`src/sv/bda_pkg.sv`:
```
// Package for the button debounce and auto-repeat core.
// Holds the configuration register type, register indexes and reset values.
// Used by bda_button and button_debounce_autorepeat_core.
package bda_pkg;

    // Default width of the hold timer and the interval counter.
    localparam int TIMER_WIDTH_DEF = 16;

    // Width of the configuration index and data.
    localparam int CFG_INDEX_W = 3;
    localparam int CFG_DATA_W  = 16;

    // Configuration register indexes.
    localparam logic [CFG_INDEX_W-1:0] REG_DEBOUNCE_TICKS    = 3'd0;
    localparam logic [CFG_INDEX_W-1:0] REG_INITIAL_INTERVAL  = 3'd1;
    localparam logic [CFG_INDEX_W-1:0] REG_STAGE_ONE_START   = 3'd2;
    localparam logic [CFG_INDEX_W-1:0] REG_STAGE_TWO_START   = 3'd3;
    localparam logic [CFG_INDEX_W-1:0] REG_STAGE_THREE_START = 3'd4;
    localparam logic [CFG_INDEX_W-1:0] REG_INTERVAL_ONE      = 3'd5;
    localparam logic [CFG_INDEX_W-1:0] REG_INTERVAL_TWO      = 3'd6;
    localparam logic [CFG_INDEX_W-1:0] REG_INTERVAL_THREE    = 3'd7;

    // Reset values of the configuration registers.
    localparam logic [7:0]  DEBOUNCE_TICKS_RST    = 8'd15;
    localparam logic [15:0] INITIAL_INTERVAL_RST  = 16'd150;
    localparam logic [15:0] STAGE_ONE_START_RST   = 16'd500;
    localparam logic [15:0] STAGE_TWO_START_RST   = 16'd1250;
    localparam logic [15:0] STAGE_THREE_START_RST = 16'd2500;
    localparam logic [15:0] INTERVAL_ONE_RST      = 16'd125;
    localparam logic [15:0] INTERVAL_TWO_RST      = 16'd83;
    localparam logic [15:0] INTERVAL_THREE_RST    = 16'd62;

    // Configuration register set shared by all button slots.
    typedef struct packed {
        logic [7:0]  debounce_ticks;
        logic [15:0] initial_interval;
        logic [15:0] stage_one_start;
        logic [15:0] stage_two_start;
        logic [15:0] stage_three_start;
        logic [15:0] interval_one;
        logic [15:0] interval_two;
        logic [15:0] interval_three;
    } bda_cfg_t;

    localparam bda_cfg_t CFG_RST = '{
        debounce_ticks:    DEBOUNCE_TICKS_RST,
        initial_interval:  INITIAL_INTERVAL_RST,
        stage_one_start:   STAGE_ONE_START_RST,
        stage_two_start:   STAGE_TWO_START_RST,
        stage_three_start: STAGE_THREE_START_RST,
        interval_one:      INTERVAL_ONE_RST,
        interval_two:      INTERVAL_TWO_RST,
        interval_three:    INTERVAL_THREE_RST
    };

    // Input item as held in the input register.
    typedef struct packed {
        logic pin_inc;
        logic pin_dec;
        logic pin_mode;
        logic clear_inc;
        logic clear_dec;
        logic clear_mode;
    } bda_item_t;

endpackage

```
`src/sv/bda_button.sv`:
```
// One button slot: debounce run counters, hold timer, repeat interval
// selection and interval counter. State advances by one tick when step is high.
// Depends on bda_pkg.
module bda_button #(
    parameter int TIMER_WIDTH = bda_pkg::TIMER_WIDTH_DEF
) (
    input  logic                   clk,
    input  logic                   rst_n,
    input  logic                   step,
    input  logic                   level,
    input  logic                   clear,
    input  logic                   accel,
    input  bda_pkg::bda_cfg_t      cfg,
    output logic                   pressed,
    output logic                   ready,
    output logic [TIMER_WIDTH-1:0] hold
);
    import bda_pkg::*;

    // Common width for comparing timers against 16-bit settings.
    localparam int CMP_W = (TIMER_WIDTH > 16) ? TIMER_WIDTH : 16;

    logic [7:0]             low_run_reg, low_run_next;
    logic [7:0]             high_run_reg, high_run_next;
    logic                   pressed_reg, pressed_next;
    logic [TIMER_WIDTH-1:0] hold_reg, hold_next;
    logic [15:0]            interval_reg, interval_next;
    logic [TIMER_WIDTH-1:0] count_reg, count_next;
    logic                   ready_reg, ready_next;

    logic                   ready_cleared;
    logic [CMP_W-1:0]       hold_cmp;
    logic [TIMER_WIDTH-1:0] count_inc;

    // One tick of the slot, in the order debounce, hold, interval count.
    always_comb
    begin
        low_run_next  = low_run_reg;
        high_run_next = high_run_reg;
        pressed_next  = pressed_reg;
        hold_next     = hold_reg;
        interval_next = interval_reg;
        count_next    = count_reg;
        ready_cleared = ready_reg & ~clear;
        ready_next    = ready_cleared;
        count_inc     = count_reg + 1'b1;

        // Debounce with saturating run counters.
        if (level == 1'b0)
        begin
            low_run_next  = (low_run_reg != 8'hFF) ? low_run_reg + 8'd1 : low_run_reg;
            high_run_next = 8'd0;
            if (low_run_next >= cfg.debounce_ticks)
            begin
                pressed_next = 1'b1;
            end
        end
        else
        begin
            high_run_next = (high_run_reg != 8'hFF) ? high_run_reg + 8'd1 : high_run_reg;
            low_run_next  = 8'd0;
            if (high_run_next >= cfg.debounce_ticks)
            begin
                pressed_next  = 1'b0;
                hold_next     = '0;
                interval_next = cfg.initial_interval;
            end
        end

        // Hold timer and interval acceleration while pressed.
        if (pressed_next)
        begin
            if (hold_next != {TIMER_WIDTH{1'b1}})
            begin
                hold_next = hold_next + 1'b1;
            end
        end
        hold_cmp = CMP_W'(hold_next);
        if (pressed_next && accel)
        begin
            priority if (hold_cmp > CMP_W'(cfg.stage_one_start)
                         && hold_cmp < CMP_W'(cfg.stage_two_start))
            begin
                interval_next = cfg.interval_one;
            end
            else if (hold_cmp >= CMP_W'(cfg.stage_two_start)
                     && hold_cmp < CMP_W'(cfg.stage_three_start))
            begin
                interval_next = cfg.interval_two;
            end
            else if (hold_cmp >= CMP_W'(cfg.stage_three_start))
            begin
                interval_next = cfg.interval_three;
            end
            else
            begin
                interval_next = interval_next;
            end
        end

        // Interval counter runs while the ready flag is clear.
        if (!ready_cleared)
        begin
            if (CMP_W'(count_inc) >= CMP_W'(interval_next))
            begin
                count_next = '0;
                ready_next = 1'b1;
            end
            else
            begin
                count_next = count_inc;
            end
        end
    end

    // Slot state registers; they also hold the latest result.
    always_ff @(posedge clk or negedge rst_n)
    begin
        if (!rst_n)
        begin
            low_run_reg  <= 8'd0;
            high_run_reg <= 8'd0;
            pressed_reg  <= 1'b0;
            hold_reg     <= '0;
            interval_reg <= INITIAL_INTERVAL_RST;
            count_reg    <= '0;
            ready_reg    <= 1'b0;
        end
        else if (step)
        begin
            low_run_reg  <= low_run_next;
            high_run_reg <= high_run_next;
            pressed_reg  <= pressed_next;
            hold_reg     <= hold_next;
            interval_reg <= interval_next;
            count_reg    <= count_next;
            ready_reg    <= ready_next;
        end
    end

    assign pressed = pressed_reg;
    assign ready   = ready_reg;
    assign hold    = hold_reg;

endmodule

```
`src/sv/button_debounce_autorepeat_core.sv`:
```
// Top level of the button debounce and auto-repeat core.
// Holds the configuration registers, the input register and the output valid.
// Depends on bda_pkg and bda_button.
//
//  Channel   Handshake                Payload
//  --------  -----------------------  -------------------------------------------
//  input     in_valid / in_ready      pin_inc pin_dec pin_mode clear_inc/dec/mode
//  result    out_valid / out_ready    pressed_* ready_* mode_hold_ticks
//  config    cfg_valid / cfg_ready    cfg_index cfg_data
//
// Each tick passes through the input register, then through the slot update logic
// into the slot state registers, which drive the result.
// A new tick is accepted every cycle while the result side keeps up.
// Reset zeroes slot state, presets intervals and loads the configuration defaults.
// A stalled result holds the slot state; the input register then holds one more tick.
module button_debounce_autorepeat_core #(
    parameter int TIMER_WIDTH = bda_pkg::TIMER_WIDTH_DEF
) (
    input  logic                             clk,
    input  logic                             rst_n,
    input  logic                             in_valid,
    output logic                             in_ready,
    input  logic                             pin_inc,
    input  logic                             pin_dec,
    input  logic                             pin_mode,
    input  logic                             clear_inc,
    input  logic                             clear_dec,
    input  logic                             clear_mode,
    output logic                             out_valid,
    input  logic                             out_ready,
    output logic                             pressed_inc,
    output logic                             pressed_dec,
    output logic                             pressed_mode,
    output logic                             ready_inc,
    output logic                             ready_dec,
    output logic                             ready_mode,
    output logic [15:0]                      mode_hold_ticks,
    input  logic                             cfg_valid,
    output logic                             cfg_ready,
    input  logic [bda_pkg::CFG_INDEX_W-1:0]  cfg_index,
    input  logic [bda_pkg::CFG_DATA_W-1:0]   cfg_data
);
    import bda_pkg::*;

    bda_cfg_t               cfg_reg;
    bda_item_t              item_reg;
    logic                   item_valid_reg;
    logic                   out_valid_reg;
    logic                   advance;
    logic                   step;
    logic [TIMER_WIDTH-1:0] hold_inc, hold_dec, hold_mode;

    // The slot state moves on when the result slot is free or being taken.
    assign advance   = !out_valid_reg || out_ready;
    assign step      = item_valid_reg && advance;
    assign in_ready  = !item_valid_reg || advance;
    assign cfg_ready = 1'b1;

    // Configuration registers.
    always_ff @(posedge clk or negedge rst_n)
    begin
        if (!rst_n)
        begin
            cfg_reg <= CFG_RST;
        end
        else if (cfg_valid && cfg_ready)
        begin
            unique case (cfg_index)
                REG_DEBOUNCE_TICKS:    cfg_reg.debounce_ticks    <= cfg_data[7:0];
                REG_INITIAL_INTERVAL:  cfg_reg.initial_interval  <= cfg_data;
                REG_STAGE_ONE_START:   cfg_reg.stage_one_start   <= cfg_data;
                REG_STAGE_TWO_START:   cfg_reg.stage_two_start   <= cfg_data;
                REG_STAGE_THREE_START: cfg_reg.stage_three_start <= cfg_data;
                REG_INTERVAL_ONE:      cfg_reg.interval_one      <= cfg_data;
                REG_INTERVAL_TWO:      cfg_reg.interval_two      <= cfg_data;
                REG_INTERVAL_THREE:    cfg_reg.interval_three    <= cfg_data;
            endcase
        end
    end

    // Input register valid and result valid.
    always_ff @(posedge clk or negedge rst_n)
    begin
        if (!rst_n)
        begin
            item_valid_reg <= 1'b0;
            out_valid_reg  <= 1'b0;
        end
        else
        begin
            if (in_ready)
            begin
                item_valid_reg <= in_valid;
            end
            if (advance)
            begin
                out_valid_reg <= item_valid_reg;
            end
        end
    end

    // Input register payload.
    always_ff @(posedge clk)
    begin
        if (in_valid && in_ready)
        begin
            item_reg <= '{
                pin_inc:    pin_inc,
                pin_dec:    pin_dec,
                pin_mode:   pin_mode,
                clear_inc:  clear_inc,
                clear_dec:  clear_dec,
                clear_mode: clear_mode
            };
        end
    end

    // Pins are cross-wired: pin_mode feeds the increment slot and pin_inc
    // feeds the mode slot. The mode slot never accelerates.
    bda_button #(
        .TIMER_WIDTH (TIMER_WIDTH)
    ) u_slot_inc (
        .clk     (clk),
        .rst_n   (rst_n),
        .step    (step),
        .level   (item_reg.pin_mode),
        .clear   (item_reg.clear_inc),
        .accel   (1'b1),
        .cfg     (cfg_reg),
        .pressed (pressed_inc),
        .ready   (ready_inc),
        .hold    (hold_inc)
    );

    bda_button #(
        .TIMER_WIDTH (TIMER_WIDTH)
    ) u_slot_dec (
        .clk     (clk),
        .rst_n   (rst_n),
        .step    (step),
        .level   (item_reg.pin_dec),
        .clear   (item_reg.clear_dec),
        .accel   (1'b1),
        .cfg     (cfg_reg),
        .pressed (pressed_dec),
        .ready   (ready_dec),
        .hold    (hold_dec)
    );

    bda_button #(
        .TIMER_WIDTH (TIMER_WIDTH)
    ) u_slot_mode (
        .clk     (clk),
        .rst_n   (rst_n),
        .step    (step),
        .level   (item_reg.pin_inc),
        .clear   (item_reg.clear_mode),
        .accel   (1'b0),
        .cfg     (cfg_reg),
        .pressed (pressed_mode),
        .ready   (ready_mode),
        .hold    (hold_mode)
    );

    // Only the mode slot's hold time is reported; the others stay internal.
    assign mode_hold_ticks = 16'(hold_mode);
    assign out_valid       = out_valid_reg;

    logic unused_hold;
    assign unused_hold = ^{hold_inc, hold_dec};

endmodule

```
`config.mk`:
```
export PLATFORM = sky130hd
export DESIGN_NAME = button_debounce_autorepeat_core
export DESIGN_NICKNAME = d
export VERILOG_FILES = /design/src/sv/bda_pkg.sv /design/src/sv/bda_button.sv /design/src/sv/button_debounce_autorepeat_core.sv
export SDC_FILE = /design/constraint.sdc
export NUM_CORES = 1
export LEC_CHECK = 0
export CORE_AREA = 2 2 355 181
export CTS_CLUSTER_SIZE = 24
export DETAILED_ROUTE_END_ITERATION = 16
export DIE_AREA = 0 0 357 183
export DONT_BUFFER_PORTS = 1
export PLACE_DENSITY = 0.56
export SLEW_MARGIN = 0
export SYNTH_ARGS = -nofsm -noshare
export SYNTH_HDL_FRONTEND = slang
export SYNTH_HIERARCHICAL = 1
export SYNTH_SLANG_ARGS = --single-unit
```
`constraint.sdc`:
```
create_clock -name clk -period 13.5 [get_ports clk]
set_clock_uncertainty 0.1 [all_clocks]
set_input_delay 0.675 -clock clk [delete_from_list [all_inputs] [get_ports clk]]
set_output_delay 0.675 -clock clk [all_outputs]
set_load 0.02 [all_outputs]
```
**After elaboration in Yosys (flattened, before gate mapping)**

Index checks and enable logic that the tools add are counted.

- Register bits: 326
- Bits of input ports: 30
- Output and inout port bits: 25
- Logic and storage cells: 171

- Add/sub/neg operators: 12
- Order comparisons: 19
- Equality and inequality tests: 16
- Multiplexer cells: 56
- Bitwise logic cells: 9
- Reductions and logical operators: 22

Operators by type and width:

| operator | number |
|---|---|
| $mux W16 | 29 |
| $ge A16 B16 Y1 | 7 |
| $add A16 B1 Y16 const B | 6 |
| $mux W8 | 12 |
| $lt A16 B16 Y1 | 4 |
| $add A8 B1 Y8 const B | 6 |
| $ge A8 B8 Y1 | 6 |
| $ne A16 B16 Y1 const B | 3 |
| $ne A8 B8 Y1 const B | 6 |
| $gt A16 B16 Y1 | 2 |
| $reduce_and A2 Y1 | 11 |
| $mux W1 | 15 |
| $eq A3 B3 Y1 const B | 4 |
| $eq A3 B2 Y1 const B | 2 |
| $logic_and A1 B1 Y1 | 6 |
| $not A1 Y1 | 6 |
| $and A1 B1 Y1 | 3 |
| $eq A3 B1 Y1 const B | 1 |
| $logic_not A3 Y1 | 1 |
| $logic_not A1 Y1 | 2 |
| $logic_or A1 B1 Y1 | 2 |

**Longest topological paths before layout**

Gate-level depths: netlist of run 1.

- Word-level depth: 16
- Gate-level depth with buffers: 42
- Mapped depth without buffers: 35

**Cells and area by module**

The synthesis of run 1 kept the hierarchy.

By module, submodules not included:

| module | instances | cells each | area an instance (um2) | sequential area each (um2) |
|---|---|---|---|---|
| bda_button at u_slot_dec ... | 2 | 828 | 6,811.5 | 1,656.6 |
| bda_button at u_slot_mode | 1 | 896 | 7,230.7 | 1,656.6 |
| button_debounce_autorepeat_core | 1 | 279 | 5,073.6 | 3,281.9 |

**Least setup slack after synthesis of run 1**

Ideal clock, no wire load.

- Path kind: reg-to-reg
- Start point: reg u_slot_dec.high_run_reg[0]
- End point: reg u_slot_dec.count_reg[10]
- Setup time: 0.066 ns
- Data arrival time: 8.233 ns
- Required time: 13.334 ns
- Path slack: 5.100 ns
- Stages on the path, launching flop included: 40
- Buffers on the path: 5
- Clock period less this slack: 8.400 ns
- Path through: dfrtp_1 > ha_1 > and2_0 > clkbuf_1 > nand3_1 > nand4_1 > nor2_1 > xor2_1 > ha_1 > nand4_1 > o31ai_1 > buf_2 > nand2_1 > and2_1 > ha_1 > nand3_1 > nor3_1 > o2111ai_2 > [... 4 more ...] > and3_1 > a221oi_1 > o21ai_0 > a21o_1 > clkbuf_2 > clkbuf_1 > a22o_1 > o221a_1 > or2_2 > ha_1 > nand2b_1 > a21o_1 > a21oi_1 > o21ai_0 > o41ai_1 > a21o_1 > clkbuf_1 > a22o_1

- Longest elaborated chain between the ends: 15
- Elaborated cells on any way between the ends: 27
- Classes of those cells: 2 x add/sub; 7 x order compare; 2 x eq/ne; 14 x mux; 2 x reduce/logical

Ends and longest elaborated chain:

| what | line | source |
|---|---|---|
| from (decl) | bda_button.sv:24 | `logic [7:0] high_run_reg, high_run_next;` |
| from (signal assigned) | bda_button.sv:132 | `high_run_reg <= high_run_next;` |
| $add A8 B1 Y8 / $ne A8 B8 Y1 (equally long branches) | bda_button.sv:60 | `high_run_next = (high_run_reg != 8'hFF) ? high_run_reg + 8'd1 : high_run_reg;` |
| $mux W8 (*) | bda_button.sv:60 |  |
| $ge A8 B8 Y1 (*) | bda_button.sv:62 | `if (high_run_next >= cfg.debounce_ticks)` |
| $mux W16 | bda_button.sv:62 |  |
| $mux W16 | bda_button.sv:49 | `if (level == 1'b0)` |
| $add A16 B1 Y16 / $ne A16 B16 Y1 (equally long branches) | bda_button.sv:75, bda_button.sv:73 |  |
| $mux W16 | bda_button.sv:73 | `if (hold_next != {TIMER_WIDTH{1'b1}})` |
| $mux W16 (*) | bda_button.sv:71 | `if (pressed_next)` |
| net u_slot_dec.hold_cmp[11] | bda_button.sv:32 | `logic [CMP_W-1:0] hold_cmp;` |
| $ge A16 B16 Y1 (tied with other cells) | bda_button.sv:91 | `else if (hold_cmp >= CMP_W'(cfg.stage_three_start))` |
| $mux W16 / $logic_and A1 B1 Y1 (equally long branches) | bda_button.sv:91, bda_button.sv:87 |  |
| $mux W16 | bda_button.sv:86 | `else if (hold_cmp >= CMP_W'(cfg.stage_two_start)` |
| $mux W16 (*) | bda_button.sv:81 | `priority if (hold_cmp > CMP_W'(cfg.stage_one_start)` |
| $mux W16 (*) | bda_button.sv:79 | `if (pressed_next && accel)` |
| net u_slot_dec.interval_next[0] | bda_button.sv:27 | `logic [15:0] interval_reg, interval_next;` |
| $ge A16 B16 Y1 (*) | bda_button.sv:104 | `if (CMP_W'(count_inc) >= CMP_W'(interval_next))` |
| $mux W16 (*) | bda_button.sv:104 |  |
| to (signal assigned) | bda_button.sv:136 | `count_reg <= count_next;` |
| to (decl) | bda_button.sv:28 | `logic [TIMER_WIDTH-1:0] count_reg, count_next;` |

Mark *: on every way through the listed nets, which the timed path passes. The rest lies on a longest branch.
A chain may end at the register's enable or synchronous reset.

**Worst setup path after layout of run 1**

- Start point: reg u_slot_inc.high_run_reg[0]
- End point: reg u_slot_inc.count_reg[10]

- Longest elaborated chain between the ends: 15
- Elaborated cells on any way between the ends: 27
- Classes of those cells: 2 x add/sub; 7 x order compare; 2 x eq/ne; 14 x mux; 2 x reduce/logical

Ends and longest elaborated chain:

| what | line |
|---|---|
| from (decl) | bda_button.sv:24 |
| from (signal assigned) | bda_button.sv:132 |
| $add A8 B1 Y8 / $ne A8 B8 Y1 (equally long branches) | bda_button.sv:60 |
| $mux W8 (*) | bda_button.sv:60 |
| $ge A8 B8 Y1 (*) | bda_button.sv:62 |
| $mux W16 | bda_button.sv:62 |
| $mux W16 | bda_button.sv:49 |
| $add A16 B1 Y16 / $ne A16 B16 Y1 (equally long branches) | bda_button.sv:75, bda_button.sv:73 |
| $mux W16 | bda_button.sv:73 |
| $mux W16 (*) | bda_button.sv:71 |
| net u_slot_inc.hold_cmp[14] | bda_button.sv:32 |
| $ge A16 B16 Y1 (tied with other cells) | bda_button.sv:91 |
| $mux W16 / $logic_and A1 B1 Y1 (equally long branches) | bda_button.sv:91, bda_button.sv:87 |
| $mux W16 | bda_button.sv:86 |
| $mux W16 (*) | bda_button.sv:81 |
| $mux W16 (*) | bda_button.sv:79 |
| net u_slot_inc.interval_next[0] | bda_button.sv:27 |
| $ge A16 B16 Y1 (*) | bda_button.sv:104 |
| $mux W16 (*) | bda_button.sv:104 |
| to (signal assigned) | bda_button.sv:136 |
| to (decl) | bda_button.sv:28 |

Marks and branches as above.

==> impl_metrics.ini, run 1 <==
[status]
status = complete, but fails checks
violations = hold timing

[route]
finalWirelength_mm = 95.5
drc = 0
top_layer_used = met5
ant_nets = 0
wire_per_inst_um = 26.4
wl_met3_mm = 14.0
drt_iter0_markers = 2802
route.met2.wl_mm = 33.3
dr.pass1.iters = 7
vias = 23200
vias_per_cell = 6.42
wl_met1_mm = 46.7

[die]
start_util_pct = 41.6
die_h_um = 183
core.rowCount = 65
pin_count = 55
core_sq_mm = 0.0623
die_w_um = 357
fp.dieArea_sq_mm = 0.0653

[critical_path]
path_common_cell = ha_1
crit_type = reg2reg
crit_path_end_kind = register
crit_slowest_cell = xnor2_1
worstPathRequired_ns = 13.89
cp_max_fo = 32
cp_data_arrival_time_ns = 11.52
worst_path_largest_cell_delay_ns = 0.70
start_kind = register

[pwr]
irDropWorstVdd_v = 0.0000926
finalPower_mw = 4.87
power.leakage_nw = 12.4
pwr_density_cell_mw_per_mm2 = 176

[sta]
relSlewSlack_pct = 19.1
rsz0062_at_grt = no
setup-tns-final_ns = 0
drv_slew = 0
setup_ws_ns = 2.38
holdWs_ns = -0.0575
fmax_ghz = 0.0899
fin_crit_sh_pct = 82.4
timing.final.crit_period_ns = 11.12
setup_violations = 0
tightest_slew_ns = 1.21
hold_viol = 17

[clock_tree]
cts_made_buffers = 37
clockBufferDepth = 3
cts_resized = 0
cts.clk_slew.worst_paths_ns = 0.06
cts_tree = built
clk_latency_ns = 0.57
numClockSinks = 326
root_buffer = clkbuf_16
h-tree-depth = 2

[placed_design]
port_buffers = 0
dp.final_hpwl_mm = 71.4
dp_slack_ns = 2.82
place_area_sq_mm = 0.0264
finalWeightedCongestion = 1.05

[synth]
synth_top_family_by_area = compound AO/OA/AOI/OAI gates
ys.flop_type = dfrtp_1
synth_xor_area_share_pct = 3.51
synth_edf_count = 6
synth-compound-area-share_pct = 22.7
yosysWarnings = 6
synth_mux_area_share_pct = 7.28
yosys.area_share.adder_pct = 12.2
syn_inst = 2831
synth_area_sq_mm = 0.0259
synthDistinctLibCells = 95
synth-seq-cells = 326
avgSynthCellArea_sq_um = 9.16
synth-simple-area-share_pct = 16.5
async_flop_share_pct = 98.2
seq_area_frac_synth_pct = 31.8

[global_route]
grt_pass1_vias = 21500
gr-total-overflow = 0
grt_max_degree = 278
antenna_found_initial = 0
grt_pass1_wl_mm = 141
grt_usage_pct = 28.9

[layout]
fill_cells = 5948
largest_register_ffs = 120
drive_gt1_share_pct = 11.6
nets = 3027
area_growth_syn_to_layout_pct = 7.01
final_cell_area_sq_mm = 0.0277

[job]
drv_cap = 0

[worst_hold_path]
min_path_type = in2async
## through the flow
step                      utilization, %  cells
after floorplan                        -   2838
after global placement              42.4   3540
after detailed placement            42.4   3540
after CTS                           44.5   3610
after global routing                44.5   3611
final                               44.5   3612
## layer usage
| layer | vias up | track usage [%] |
|---|---|---|
| met3 | 105 | 14.8 |
| met1 | 11500 | 45.1 |
| met4 | 5 | 4.05 |
| met2 | 1190 | 34.0 |
| met5 | - | 4.30 |
| li1 | 10400 | - |
## worst max-delay path: cells and delay by family (launching register included)
family / cells / cell delay, ns
xor gates and xnor gates: 2 / 0.90
buffers and inverters: 1 / 0.21
DFF: 1 / 0.46
AOI/OAI and AO/OA: 13 / 3.64
and+or+nand+nor: 15 / 4.44
adders and majority gates: 5 / 1.26
## where the power goes
part           total [mW]  internal (mW)  switching (mW)  leakage (nW)
combinational        2.15          0.885            1.26          7.86
sequential           1.66           1.22           0.441          3.96
clock                1.06          0.597           0.464         0.594
total                4.87           2.70            2.17          12.4
## synthesized netlist by cell type, drive strengths merged, types with 54 or more instances
master	number	area share (%)
ha	252	12
nand3	145	2.9
clkbuf	102	1.5
buf	54	1.5
o21ai	143	2.8
a31oi	60	1.4
mux2	130	6.1
a21oi	137	2.6
dfrtp	269	26
xnor2	57	1.9
nand2	195	2.9
a22o	75	2.5
nand4	58	1.4
inv	209	3.0
nor2	180	2.6
## cells by family after synthesis
kind of cell / Yosys count
flops: 326
compound gates: 787
simple gates: 832
xor+xnor: 104
buf+inv: 367
fa+ha+maj: 252
other cells: 2
mux: 161
## layout make-up
type                    count  area (sq um)  area share, %
multi-input cells        2145         16200           58.3
well taps                 837          1050           3.77
repair buffers             24           240          0.866
clock inverters            15           161          0.582
flip-flops and latches    326          8250           29.7
inverters                 211           792           2.85
diodes                      1          2.50        0.00902
clock buffers              53          1070           3.85
## cell usage in the layout (no fill, tap or decap), types with 32 or more instances in the layout
master     count
and2_1        38
a21oi_1      136
nand2_1      191
nor2_1       180
nor2b_1       32
a31oi_1       60
ha_1         252
xnor2_1       57
nand4_1       57
a221o_1       34
nor3_1        34
inv_1        208
clkbuf_16     39
nand3_1      141
dfstp_2       51
dfrtp_1      269
o21ai_0      123
mux2_2       100
xor2_1        47
and3_1        34
a22o_1        75
## worst paths after layout
| check | start | to | slack, ns | cells after the start |
|---|---|---|---|---|
| hold reg to reg | item_valid_reg | out_valid | 0.39 | 1 |
| setup / recovery | u_slot_inc/high_run_reg[0] | u_slot_inc/count_reg[10] | 2.38 | 36 |
| setup reg to reg | u_slot_inc/high_run_reg[0] | u_slot_inc/count_reg[10] | 2.38 | 36 |
| max in group asynchronous | rst_n | u_slot_mode/count_reg[5] | 11.88 | 2 |
| min in group clk | pin_inc | item_reg[5] | 0.10 | 0 |
| hold / removal | rst_n | u_slot_inc/count_reg[8] | -0.06 | 1 |
## what timing repair did
| action | 4_1_cts | 5_1_grt |
|---|---|---|
| endpoints found under the hold margin | 277 | 0 |
| buffers inserted | 0 | 0 |
| hold buffers | 2 | 0 |
No activity file was read; power rests on OpenSTA's default activity.
==> inputs of run 2 (changes only) <==
- PLACE_DENSITY: 0.56 -> 0.58
- clock period: 13.5 -> 9.9 ns (I/O delays scaled with it)
==> run 2 against run 1 <==
Against the previous run:
- the flow now finishes without violations
- via count rose by 0.93%
- largest cell class unchanged
- utilization increased by 0.97 points
- design area increased by 2.2%
- critical path type unchanged
- clock power rose by 47%
- first-iteration DRC count rose by 2.6%
==> impl_metrics.ini, run 2 (synthesis gave the netlist of run 1 again) <==
[clock_tree]
cts_tree = built
h-tree-depth = 2
numClockSinks = 326
root_buffer = clkbuf_16
cts.clk_slew.worst_paths_ns = 0.06
cts_made_buffers = 37
clk_latency_ns = 0.58
clockBufferDepth = 3

[die]
start_util_pct = 41.6
pin_count = 55
die_w_um = 357
fp.dieArea_sq_mm = 0.0653
die_h_um = 183
core.rowCount = 65
core_sq_mm = 0.0623

[critical_path]
worstRegToRegCells = 34
crit_slowest_cell = o31ai_1
cp_max_fo = 18
start_kind = register
crit_path_end_kind = register
timing.rr.end = u_slot_inc/count_reg[8]
cp_data_arrival_time_ns = 9.82
worstPathRequired_ns = 10.30
worst_path_largest_cell_delay_ns = 0.87
rrSetupSlack_ns = 0.48
crit_type = reg2reg
path_common_cell = ha_1
reg2reg_from = u_slot_inc/high_run_reg[0]

[sta]
timing.final.crit_period_ns = 9.42
relSlewSlack_pct = 19.2
setup_violations = 0
fin_crit_sh_pct = 95.2
hold_viol = 0
tightest_slew_ns = 1.21
fmax_ghz = 0.106
drv_slew = 0
rsz0062_at_grt = no
setup-tns-final_ns = 0

[pwr]
power_switching_mw = 3.02
finalPower_mw = 6.85
internal-power_mw = 3.83
sequentialPowerShare_pct = 32.7
clkPwrFrac_pct = 22.8
power.leakage_nw = 12.7
swShare_pct = 44.1
irDropWorstVdd_v = 0.000130
pwr_density_cell_mw_per_mm2 = 242
combPwrFrac_pct = 44.5

[worst_hold_path]
whs_endpoint = out_valid
min-delay-start = out_ready
holdPathStages = 2
min_path_type = in2reg

[global_route]
gr-total-overflow = 0
grt_usage_pct = 29.3
antenna_found_initial = 6
grt_pass1_vias = 21700
grt_pass1_wl_mm = 144
grt_max_degree = 321

[layout]
final_common_cell = dfrtp_1
largest_register_ffs = 120
nets = 3075
drive_gt1_share_pct = 12.7
final_cell_mix = dfrtp_1, ha_1, inv_1
area_growth_syn_to_layout_pct = 9.34

[route]
wire_per_inst_um = 26.5
drt_iter0_markers = 2874
vias = 23400
finalWirelength_mm = 97.2
vias_per_cell = 6.39
dr.pass1.iters = 8
drc = 0
ant_nets = 0

[status]
status = completed

[placed_design]
port_buffers = 0
finalWeightedCongestion = 0.966
dp.final_hpwl_mm = 71.0

[job]
drv_cap = 0
## run 2: cell types whose count changed in the layout (fill, tap and decap cells not counted), moves of 3 or more
cell / before / now
clkinvlp_4: 4 / 1
dlygate4sd3_1: 0 / 24
buf_4: 21 / 43
diode_2: 1 / 5
clkinv_2: 7 / 4
bufinv_16: 2 / 6
## run 2: what timing repair did
action                                 in CTS  in global routing
setup endpoints to repair                   0                 34
setup buffers                               0                  1
hold buffers                               24                  1
gates resized for setup                     0                 13
endpoints found under the hold margin     447                 65
## run 2: worst max path at each step
| stage | to | from | cells after the start | slack (ns) |
|---|---|---|---|---|
| 2_1_floorplan | u_slot_dec/count_reg[10] | u_slot_dec/high_run_reg[0] | 39 | 1.50 |
| 3_3_place_gp | u_slot_dec/count_reg[9] | u_slot_dec/high_run_reg[0] | 34 | 0.35 |
| 3_5_place_dp | u_slot_dec/count_reg[4] | u_slot_dec/high_run_reg[0] | 34 | 0.15 |
| 5_1_grt | u_slot_inc/count_reg[11] | u_slot_inc/high_run_reg[0] | 36 | 0.02 |
| 6_report | u_slot_inc/count_reg[8] | u_slot_inc/high_run_reg[0] | 34 | 0.48 |
| 4_1_cts | u_slot_dec/count_reg[4] | u_slot_dec/high_run_reg[0] | 34 | 0.09 |
## run 2: layout make-up
| class | instances | area, sq um |
|---|---|---|
| Clock inverter | 15 | 258 |
| Sequential cell | 326 | 8250 |
| Clock buffer | 52 | 1070 |
| Fill cell | 5951 | 33900 |
| Multi-Input combinational cell | 2145 | 16200 |
| Inverter | 211 | 792 |
| Antenna cell | 5 | 12.5 |
| Tap cell | 837 | 1050 |
| Timing Repair Buffer | 72 | 686 |
## run 2: critical path, delay by kind of cell, from the launching register on
family,cells,cell delay [ns]
adder cells (fa/ha/maj),5,1.35
flip-flops,1,0.45
AND/OR/NAND/NOR,13,2.91
AO/OA/AOI/OAI,14,4.19
XOR/XNOR,1,0.12
buffers and inverters,1,0.25
## run 2: routing by layer
metal | routed length, um | share of wire (%) | global-route usage (%) | vias up
met5 | 150 | 0.15 | 0 | -
met4 | 1110 | 1.1 | 3.50 | 12
met3 | 14000 | 14 | 14.3 | 132
met2 | 34000 | 35 | 35.0 | 1161
met1 | 48000 | 49 | 46.2 | 11600
li1 | - | - | - | 10500
## run 2: stage by stage
stage | setup WS [ns] | cell area [sq um] | utilization [%] | hold WS, ns | std cells
2_1_floorplan | 1.50 | 26000 | - | 0.0994 | 2838
3_3_place_gp | 0.353 | 26600 | 42.7 | 0.120 | 3563
3_5_place_dp | 0.146 | 26600 | 42.7 | 0.115 | 3563
4_1_cts | 0.0941 | 28200 | 45.3 | 0.0336 | 3654
5_1_grt | 0.0155 | 28300 | 45.5 | 0.0594 | 3659
6_report | 0.478 | 28300 | 45.5 | 0.0598 | 3663
## run 2: power groups by stage
stage | sequential [mW] | combinational, mW | clock, mW
global route | 2.27 | 3.34 | 1.65
CTS | 2.20 | 2.93 | 1.60
finish | 2.24 | 3.05 | 1.56
detailed placement | 2.22 | 2.87 | 0
floorplan | 1.92 | 2.18 | 0
global placement | 2.21 | 2.78 | 0
